## config.mk

```make
export PLATFORM = sky130hd
export DESIGN_NAME = stream_duplicate_filter_top_flat
export DESIGN_NICKNAME = d
export VERILOG_FILES = /design/src/hw/rtl/sdf_pkg.sv /design/src/hw/rtl/sdf_stream_if.sv /design/src/hw/rtl/stream_duplicate_filter_top.sv /design/src/hw/rtl/sdf_cell.sv /design/src/flat_wrapper.sv
export SDC_FILE = /design/constraint.sdc
export NUM_CORES = 2
export LEC_CHECK = 0
export ABC_AREA = 1
export BUFFER_PORTS_ARGS = -buffer_cell sky130_fd_sc_hd__buf_2
export CAP_MARGIN = 20
export CORE_MARGIN = 4
export CORE_UTILIZATION = 30
export CTS_CLUSTER_SIZE = 8
export DETAILED_ROUTE_END_ITERATION = 16
export PLACE_DENSITY_LB_ADDON = 0.08
export SLEW_MARGIN = 0
export SYNTH_ARGS = -nofsm -noshare
export SYNTH_HDL_FRONTEND = slang
export SYNTH_SLANG_ARGS = --single-unit
```

## constraint.sdc

```tcl
create_clock -name clk -period 87.5 [get_ports clk]
set_input_delay 4.375 -clock clk [delete_from_list [all_inputs] [get_ports clk]]
set_output_delay 4.375 -clock clk [all_outputs]
set_load 0.01 [all_outputs]
```

## src/hw/rtl/sdf_pkg.sv

```systemverilog
// Shared types and constants for the stream duplicate filter.
`timescale 1ns / 1ps
`default_nettype none
package sdf_pkg;

  // Width of the value field on both channels.
  localparam int unsigned VALUE_W = 32;

  typedef logic signed [VALUE_W-1:0] value_t;

endpackage
`default_nettype wire

```

## src/hw/rtl/sdf_stream_if.sv

```systemverilog
// Valid/ready channel interfaces for the request and result streams.
`timescale 1ns / 1ps
`default_nettype none
interface sdf_req_if;
  logic            valid;
  logic            ready;
  sdf_pkg::value_t value;
  logic            last;

  modport source (output valid, output value, output last, input ready);
  modport sink   (input valid, input value, input last, output ready);
endinterface

interface sdf_res_if;
  logic            valid;
  logic            ready;
  sdf_pkg::value_t value_out;
  logic            keep;
  logic            store_full;
  logic            last_out;

  modport source (output valid, output value_out, output keep, output store_full,
                  output last_out, input ready);
  modport sink   (input valid, input value_out, input keep, input store_full,
                  input last_out, output ready);
endinterface
`default_nettype wire

```

## src/hw/rtl/stream_duplicate_filter_top.sv

```systemverilog
// Top level of the stream duplicate filter: cell chain, match reduction, result register.
// A result appears in the output register in the cycle after its request is accepted.
// Throughput: one request per cycle unless out_chan stalls; all cells compare the incoming
// value in the same cycle; a new value enters the head while older ones shift down.
// Reset clears every cell valid bit and the result valid, so the store starts empty.
// The store also empties after each request that carries the last mark.
`timescale 1ns / 1ps
`default_nettype none
module stream_duplicate_filter_top #(
  parameter int unsigned MAX_DISTINCT = 64,
  parameter int unsigned VALUE_WIDTH  = 32
) (
  input  wire logic clk,
  input  wire logic rst_n,
  sdf_req_if.sink   in_chan,
  sdf_res_if.source out_chan
);

  // Only the low bits are compared; the port itself is never wider than the package width.
  localparam int unsigned CMP_W =
    (VALUE_WIDTH < sdf_pkg::VALUE_W) ? VALUE_WIDTH : sdf_pkg::VALUE_W;

  logic                    accept;
  logic [CMP_W-1:0]        probe;
  logic [MAX_DISTINCT-1:0] cell_valid;
  logic [MAX_DISTINCT-1:0] cell_match;
  logic [CMP_W-1:0]        cell_value [MAX_DISTINCT];
  logic                    seen;
  logic                    full;
  logic                    shift_en;
  logic                    clear;

  logic                    out_valid_r;
  sdf_pkg::value_t         value_out_r;
  logic                    keep_r;
  logic                    store_full_r;
  logic                    last_out_r;

  // Handshake: a new request enters whenever the result register is free or draining.
  assign in_chan.ready = !out_valid_r || out_chan.ready;
  assign accept        = in_chan.valid && in_chan.ready;
  assign probe         = in_chan.value[CMP_W-1:0];

  // Decision for the current request.
  assign seen     = |cell_match;
  assign full     = cell_valid[MAX_DISTINCT-1];
  assign shift_en = accept && !seen && !full;
  assign clear    = accept && in_chan.last;

  // Row of cells; the head takes the incoming value, each other cell its neighbor's.
  for (genvar i = 0; i < MAX_DISTINCT; i++) begin : g_cell
    logic             prev_valid;
    logic [CMP_W-1:0] prev_value;

    if (i == 0) begin : g_head
      assign prev_valid = 1'b1;
      assign prev_value = probe;
    end else begin : g_body
      assign prev_valid = cell_valid[i-1];
      assign prev_value = cell_value[i-1];
    end

    sdf_cell #(
      .CMP_W (CMP_W)
    ) u_cell (
      .clk        (clk),
      .rst_n      (rst_n),
      .shift_en   (shift_en),
      .clear      (clear),
      .prev_valid (prev_valid),
      .prev_value (prev_value),
      .probe      (probe),
      .valid_r    (cell_valid[i]),
      .value_r    (cell_value[i]),
      .match      (cell_match[i])
    );
  end

  // Result register control.
  always_ff @(posedge clk) begin
    if (!rst_n) begin
      out_valid_r <= 1'b0;
    end else if (accept) begin
      out_valid_r <= 1'b1;
    end else if (out_chan.ready) begin
      out_valid_r <= 1'b0;
    end
  end

  // Result register payload.
  always_ff @(posedge clk) begin
    if (accept) begin
      value_out_r  <= in_chan.value;
      keep_r       <= !seen;
      store_full_r <= !seen && full;
      last_out_r   <= in_chan.last;
    end
  end

  assign out_chan.valid      = out_valid_r;
  assign out_chan.value_out  = value_out_r;
  assign out_chan.keep       = keep_r;
  assign out_chan.store_full = store_full_r;
  assign out_chan.last_out   = last_out_r;

  // The valid cells always form an unbroken run starting at the head.
  a_valid_prefix: assert property (@(posedge clk) disable iff (!rst_n)
    (cell_valid & (cell_valid + MAX_DISTINCT'(1))) == '0)
    else $error("cell valid bits are not a contiguous run from the head");

  // A request with the last mark leaves the store empty.
  a_clear_on_last: assert property (@(posedge clk) disable iff (!rst_n)
    accept && in_chan.last |=> cell_valid == '0)
    else $error("store not empty after a last request");

  // A new value that fits lands in the head cell.
  a_insert_head: assert property (@(posedge clk) disable iff (!rst_n)
    shift_en && !clear |=> cell_valid[0] && (cell_value[0] == $past(probe)))
    else $error("new value not inserted at the head cell");

  // A full indication is only ever given for a value that is kept.
  a_full_kept: assert property (@(posedge clk) disable iff (!rst_n)
    out_valid_r && store_full_r |-> keep_r)
    else $error("store_full raised on a duplicate");

endmodule
`default_nettype wire

```

## src/hw/rtl/sdf_cell.sv

```systemverilog
// One storage cell of the seen-value chain: holds a value, compares, shifts on.
`timescale 1ns / 1ps
`default_nettype none
module sdf_cell #(
  parameter int unsigned CMP_W = 32
) (
  input  wire logic             clk,
  input  wire logic             rst_n,
  input  wire logic             shift_en,
  input  wire logic             clear,
  input  wire logic             prev_valid,
  input  wire logic [CMP_W-1:0] prev_value,
  input  wire logic [CMP_W-1:0] probe,
  output logic                  valid_r,
  output logic [CMP_W-1:0]      value_r,
  output logic                  match
);

  // The cell matches when it holds a stored value equal to the probe.
  assign match = valid_r && (value_r == probe);

  // Valid bit: cleared at the end of a sequence, otherwise taken from the neighbor.
  always_ff @(posedge clk) begin
    if (!rst_n || clear) begin
      valid_r <= 1'b0;
    end else if (shift_en) begin
      valid_r <= prev_valid;
    end
  end

  // Stored value moves one cell down the chain on each insertion.
  always_ff @(posedge clk) begin
    if (shift_en) begin
      value_r <= prev_value;
    end
  end

endmodule
`default_nettype wire
```

## src/flat_wrapper.sv

```systemverilog
// flat-port wrapper written by rule: the top's interface ports become plain ports
module stream_duplicate_filter_top_flat 
#(
  parameter int unsigned MAX_DISTINCT = 64,
  parameter int unsigned VALUE_WIDTH  = 32
)
  (clk, rst_n, in_chan_valid, in_chan_value, in_chan_last, in_chan_ready, out_chan_valid, out_chan_value_out, out_chan_keep, out_chan_store_full, out_chan_last_out, out_chan_ready);
  sdf_req_if in_chan_i ();
  sdf_res_if out_chan_i ();
  input  wire logic clk;
  input  wire logic rst_n;
  input wire logic [$bits(in_chan_i.valid)-1:0] in_chan_valid;
  input wire logic [$bits(in_chan_i.value)-1:0] in_chan_value;
  input wire logic [$bits(in_chan_i.last)-1:0] in_chan_last;
  output wire logic [$bits(in_chan_i.ready)-1:0] in_chan_ready;
  output wire logic [$bits(out_chan_i.valid)-1:0] out_chan_valid;
  output wire logic [$bits(out_chan_i.value_out)-1:0] out_chan_value_out;
  output wire logic [$bits(out_chan_i.keep)-1:0] out_chan_keep;
  output wire logic [$bits(out_chan_i.store_full)-1:0] out_chan_store_full;
  output wire logic [$bits(out_chan_i.last_out)-1:0] out_chan_last_out;
  input wire logic [$bits(out_chan_i.ready)-1:0] out_chan_ready;
  assign in_chan_i.valid = in_chan_valid;
  assign in_chan_i.value = in_chan_value;
  assign in_chan_i.last = in_chan_last;
  assign in_chan_ready = in_chan_i.ready;
  assign out_chan_valid = out_chan_i.valid;
  assign out_chan_value_out = out_chan_i.value_out;
  assign out_chan_keep = out_chan_i.keep;
  assign out_chan_store_full = out_chan_i.store_full;
  assign out_chan_last_out = out_chan_i.last_out;
  assign out_chan_i.ready = out_chan_ready;
  stream_duplicate_filter_top #(.MAX_DISTINCT(MAX_DISTINCT), .VALUE_WIDTH(VALUE_WIDTH)) u_core (.clk(clk), .rst_n(rst_n), .in_chan(in_chan_i), .out_chan(out_chan_i));
endmodule
```

==> results.md <==
- DP Wirelength: 286 mm
- CTS tree: built
- Setup-failing EPs final: 0
- CP bufs+invs: 12
- Synth-to-layout area growth: 14.2%
- Launch point of the worst hold path: u_core.g_cell[1].u_cell.value_r[13]$_DFFE_PP_
- Worst hold path cell count: 0
- Post-Syn Instances: 9801
- Critical setup path kind: in -> reg
- # DRC: 0
- Clock sink count: 2148
- Post-CTS resize count: 0
- Fin Setup TNS: 0 ns
- Clock latency on the worst-skew pair: 0.92 ns
- Instance count after placement with tap cells included: 13988
- Register-to-register setup slack: 78.79 ns
- Switching power share of the total: 0.274
- Classification of the worst-slack hold path: reg -> reg
- Number of maximum-capacitance violations: 0
- Startpoint type of the worst setup path: primary input
- Layout fillers: 32813
- Clk slew on worst S/H paths: 0.05 ns
- Maximum operating frequency: 0.0735 GHz
- Number of H-tree levels: 5
- Final standard cell utilization of the core: 0.344
- Number of detailed-routing iterations run before antenna repair: 8
- Sum of overflow across all layers after global routing: 0
- Destination of the worst hold path: u_core.g_cell[2].u_cell.value_r[13]$_DFFE_PP_
- Delay of the slowest critical-path stage: 0.91 ns
- Number of top-level pins: 74
- Pin count of the biggest net entering global routing: 182
- Routability congestion estimate: 0.871
- Number of warnings issued by yosys: 0
- Worst path arrival time: 14.14 ns
- Std-Cell Rows: 210
- Fraction of registers with async set or reset after synthesis: 0
- Result of the run: complete, no violations
- Internal power component: 1.96 mW
- Endpoint of the worst-slack reg-to-reg timing path: u_core.g_cell[39].u_cell.value_r[21]$_DFFE_PP_
- Leakage power: 44.2 nW
- Most frequent cell on the critical path: sky130_fd_sc_hd__buf_4
- Clock Root Buffer: sky130_fd_sc_hd__clkbuf_16
- Hold Vio Cnt, Final: 0
- Portion of the clock cycle consumed by the worst path in the final layout: 0.156
- Required time at the worst-slack endpoint: 88.03 ns
- Post-synthesis instance area: 98500 um^2
- Number of antenna violations at the first check in global routing: 30
- Number of synthesized register bits: 2148
- Cell with the largest stage delay on the worst path: sky130_fd_sc_hd__buf_4
- Clock buffer count from CTS: 309
- Switching pwr: 0.742 mW
- Via count: 71274
- Worst Reg-to-Reg Cells: 20
- Source of the worst register-to-register timing path: u_core.g_cell[58].u_cell.value_r[24]$_DFFE_PP_
- Wire length of the first global-routing pass: 586 mm
- Final critical delay including setup and external delays: 13.61 ns
- Relative max-transition margin: 0.124
- Post-layout instance count excluding filler cells: 14500
- DRT iter0 DRCs: 8507
- Area used by multi-input combinational logic: 28300 um^2
- Number of vias per cell after detailed routing: 4.92
- Power density over the cells: 24.1 nW/um^2
- Net count of the finished layout: 9990
- Routed wire per std cell: 29.8 um
- Wire length after detailed routing: 433 mm
- Peak supply drop: 0.0000153 V
- Cell area after placement: 104000 um^2
- Post-synth top flop: sky130_fd_sc_hd__edfxtp_1
- Die Wd: 581 um
- Storage cell area: 63900 um^2
- Part of the total power dissipated in the clock network: 0.419
- All-layer global routing usage: 0.249
- Total Die Area: 338000 um^2
- Number of nets in the synthesized netlist: 9838
- Syn_area_per_cell: 10.0 um^2
- Count of port buffers added during placement: 73
- Worst clock skew: 0.0582 ns
- Finished layout cell area: 113000 um^2
- Antenna-violating nets left: 0
- Slew at the pin closest to its max-slew limit: 1.31 ns
- Family of cells with the greatest summed delay on the critical path: buffers and inverters
- Fraction of layout instances using a drive strength above 1: 0.0606
- Number of pins with negative max-slew slack in the final report: 0
- Initial Util: 0.301
- Setup repair after global routing missed its margin: no
- Combinational fraction of design power: 0.096
- EDFF count, synth: 2083
- Max Fanout on Critical Path: 138
- Cell variety after synth: 32
- Setup repair bufs after CTS: 0
- Die extent in y: 581 um
- Number of global-route vias before repair: 67861
- Count of hold buffers inserted by post-cts repair: 0
- Endpoint type of the worst setup path: flop
- Clock Tree Buf Depth: 4
- Proportion of power drawn by flip-flops and latches: 0.485
- Portion of the post-synthesis area used by sequential elements: 0.648
- Placeable core region: 327000 um^2
-- cell families (layout without fill, tap and decap cells) --
kind of cell    count (synthesis)  after routing  share of synthesized area
simple gates                 4557           4557                      0.180
flops                        2148           2148                      0.648
buf+inv                      1545           1883                     0.0643
compound gates                841            841                     0.0444
xor+xnor                      710            710                     0.0631
other cells                     0             15                          0
-- power groups by stage --
stage	combinational (mW)	clock, mW	sequential (mW)
finish	0.260	1.13	1.31
global route	0.283	1.20	1.32
CTS	0.261	1.16	1.31
detailed placement	0.260	0	1.33
global placement	0.261	0	1.33
floorplan	0.161	0	1.41
-- registers in the layout, indices dropped and copies added (netlist names) --
signal / flops
u_core.out_chan.value_out: 32
u_core.out_chan.valid: 1
u_core.out_chan.last_out: 1
u_core.out_chan.keep: 1
u_core.g_cell.u_cell.valid_r: 64
u_core.out_chan.store_full: 1
u_core.g_cell.u_cell.value_r: 2048
-- cells in the mapped netlist (9+ instances only) --
cell type / instances / area share
sky130_fd_sc_hd__a21oi_1: 42 / 0.0021
sky130_fd_sc_hd__or2_0: 10 / 0.00064
sky130_fd_sc_hd__o221ai_1: 12 / 0.0011
sky130_fd_sc_hd__nor3_1: 13 / 0.00066
sky130_fd_sc_hd__nand2_1: 3058 / 0.12
sky130_fd_sc_hd__buf_2: 247 / 0.013
sky130_fd_sc_hd__nand3b_1: 17 / 0.0013
sky130_fd_sc_hd__dfxtp_1: 65 / 0.013
sky130_fd_sc_hd__o22ai_1: 19 / 0.0012
sky130_fd_sc_hd__o21ai_1: 81 / 0.0041
sky130_fd_sc_hd__nor2_1: 1165 / 0.044
sky130_fd_sc_hd__or2_2: 19 / 0.0012
sky130_fd_sc_hd__o211ai_1: 35 / 0.0027
sky130_fd_sc_hd__xor2_1: 76 / 0.0068
sky130_fd_sc_hd__clkbuf_1: 76 / 0.0029
sky130_fd_sc_hd__buf_4: 50 / 0.0038
sky130_fd_sc_hd__inv_2: 31 / 0.0012
sky130_fd_sc_hd__nand4_1: 61 / 0.0039
sky130_fd_sc_hd__xnor2_1: 634 / 0.056
sky130_fd_sc_hd__nand3_1: 197 / 0.010
sky130_fd_sc_hd__inv_1: 1135 / 0.043
sky130_fd_sc_hd__o21ai_0: 648 / 0.033
sky130_fd_sc_hd__edfxtp_1: 2083 / 0.64
sky130_fd_sc_hd__or2_1: 9 / 0.00057
-- through the flow --
step	hold WS, ns	worst slack (ns)	power (mW)
2_1_floorplan	0.426	39.81	1.57
3_3_place_gp	0.436	72.97	1.59
3_5_place_dp	0.435	72.98	1.59
4_1_cts	0.448	73.97	2.73
5_1_grt	0.450	73.53	2.80
6_report	0.446	73.89	2.71
-- cell usage in the layout, fill, tap and decap left out, types with 81 or more instances in the layout --
cell type / n
sky130_fd_sc_hd__nand2_1: 3058
sky130_fd_sc_hd__edfxtp_1: 2083
sky130_fd_sc_hd__nor2_1: 1165
sky130_fd_sc_hd__inv_1: 1131
sky130_fd_sc_hd__o21ai_0: 648
sky130_fd_sc_hd__xnor2_1: 634
sky130_fd_sc_hd__clkbuf_16: 312
sky130_fd_sc_hd__nand3_1: 197
sky130_fd_sc_hd__buf_4: 171
sky130_fd_sc_hd__clkbuf_1: 158
sky130_fd_sc_hd__o21ai_1: 81
-- cell type report --
| cell class | instances | share of cell area |
|---|---|---|
| diodes | 15 | 0.000334 |
| clock buffers | 473 | 0.0750 |
| clock inverters | 24 | 0.00335 |
| inverters | 1166 | 0.0395 |
| multi-input cells | 6108 | 0.252 |
| flip-flops and latches | 2148 | 0.568 |
| well taps | 4346 | 0.0483 |
| repair buffers | 220 | 0.0143 |
-- how the worst max path moves through the flow --
stage | from | end | slack, ns | cells past startpoint
4_1_cts | in_chan_value[1] | u_core.g_cell[40].u_cell.value_r[21]$_DFFE_PP_ | 73.97 | 24
5_1_grt | in_chan_value[1] | u_core.g_cell[39].u_cell.value_r[25]$_DFFE_PP_ | 73.53 | 26
6_report | in_chan_value[11] | u_core.g_cell[39].u_cell.value_r[21]$_DFFE_PP_ | 73.89 | 25
3_5_place_dp | in_chan_value[1] | u_core.g_cell[40].u_cell.value_r[11]$_DFFE_PP_ | 72.98 | 24
2_1_floorplan | in_chan_value[1] | u_core.g_cell[0].u_cell.value_r[0]$_DFFE_PP_ | 39.81 | 19
3_3_place_gp | in_chan_value[1] | u_core.g_cell[40].u_cell.value_r[11]$_DFFE_PP_ | 72.97 | 24
-- layer usage --
layer  share of wire  vias up  global-route usage
li1                -    31876                   -
met1            0.44    35565               0.344
met2            0.46     3173               0.403
met3           0.065      660              0.0313
met4           0.037        0              0.0846
met5               0        -                   0
Power figures use the tool's default switching activity.
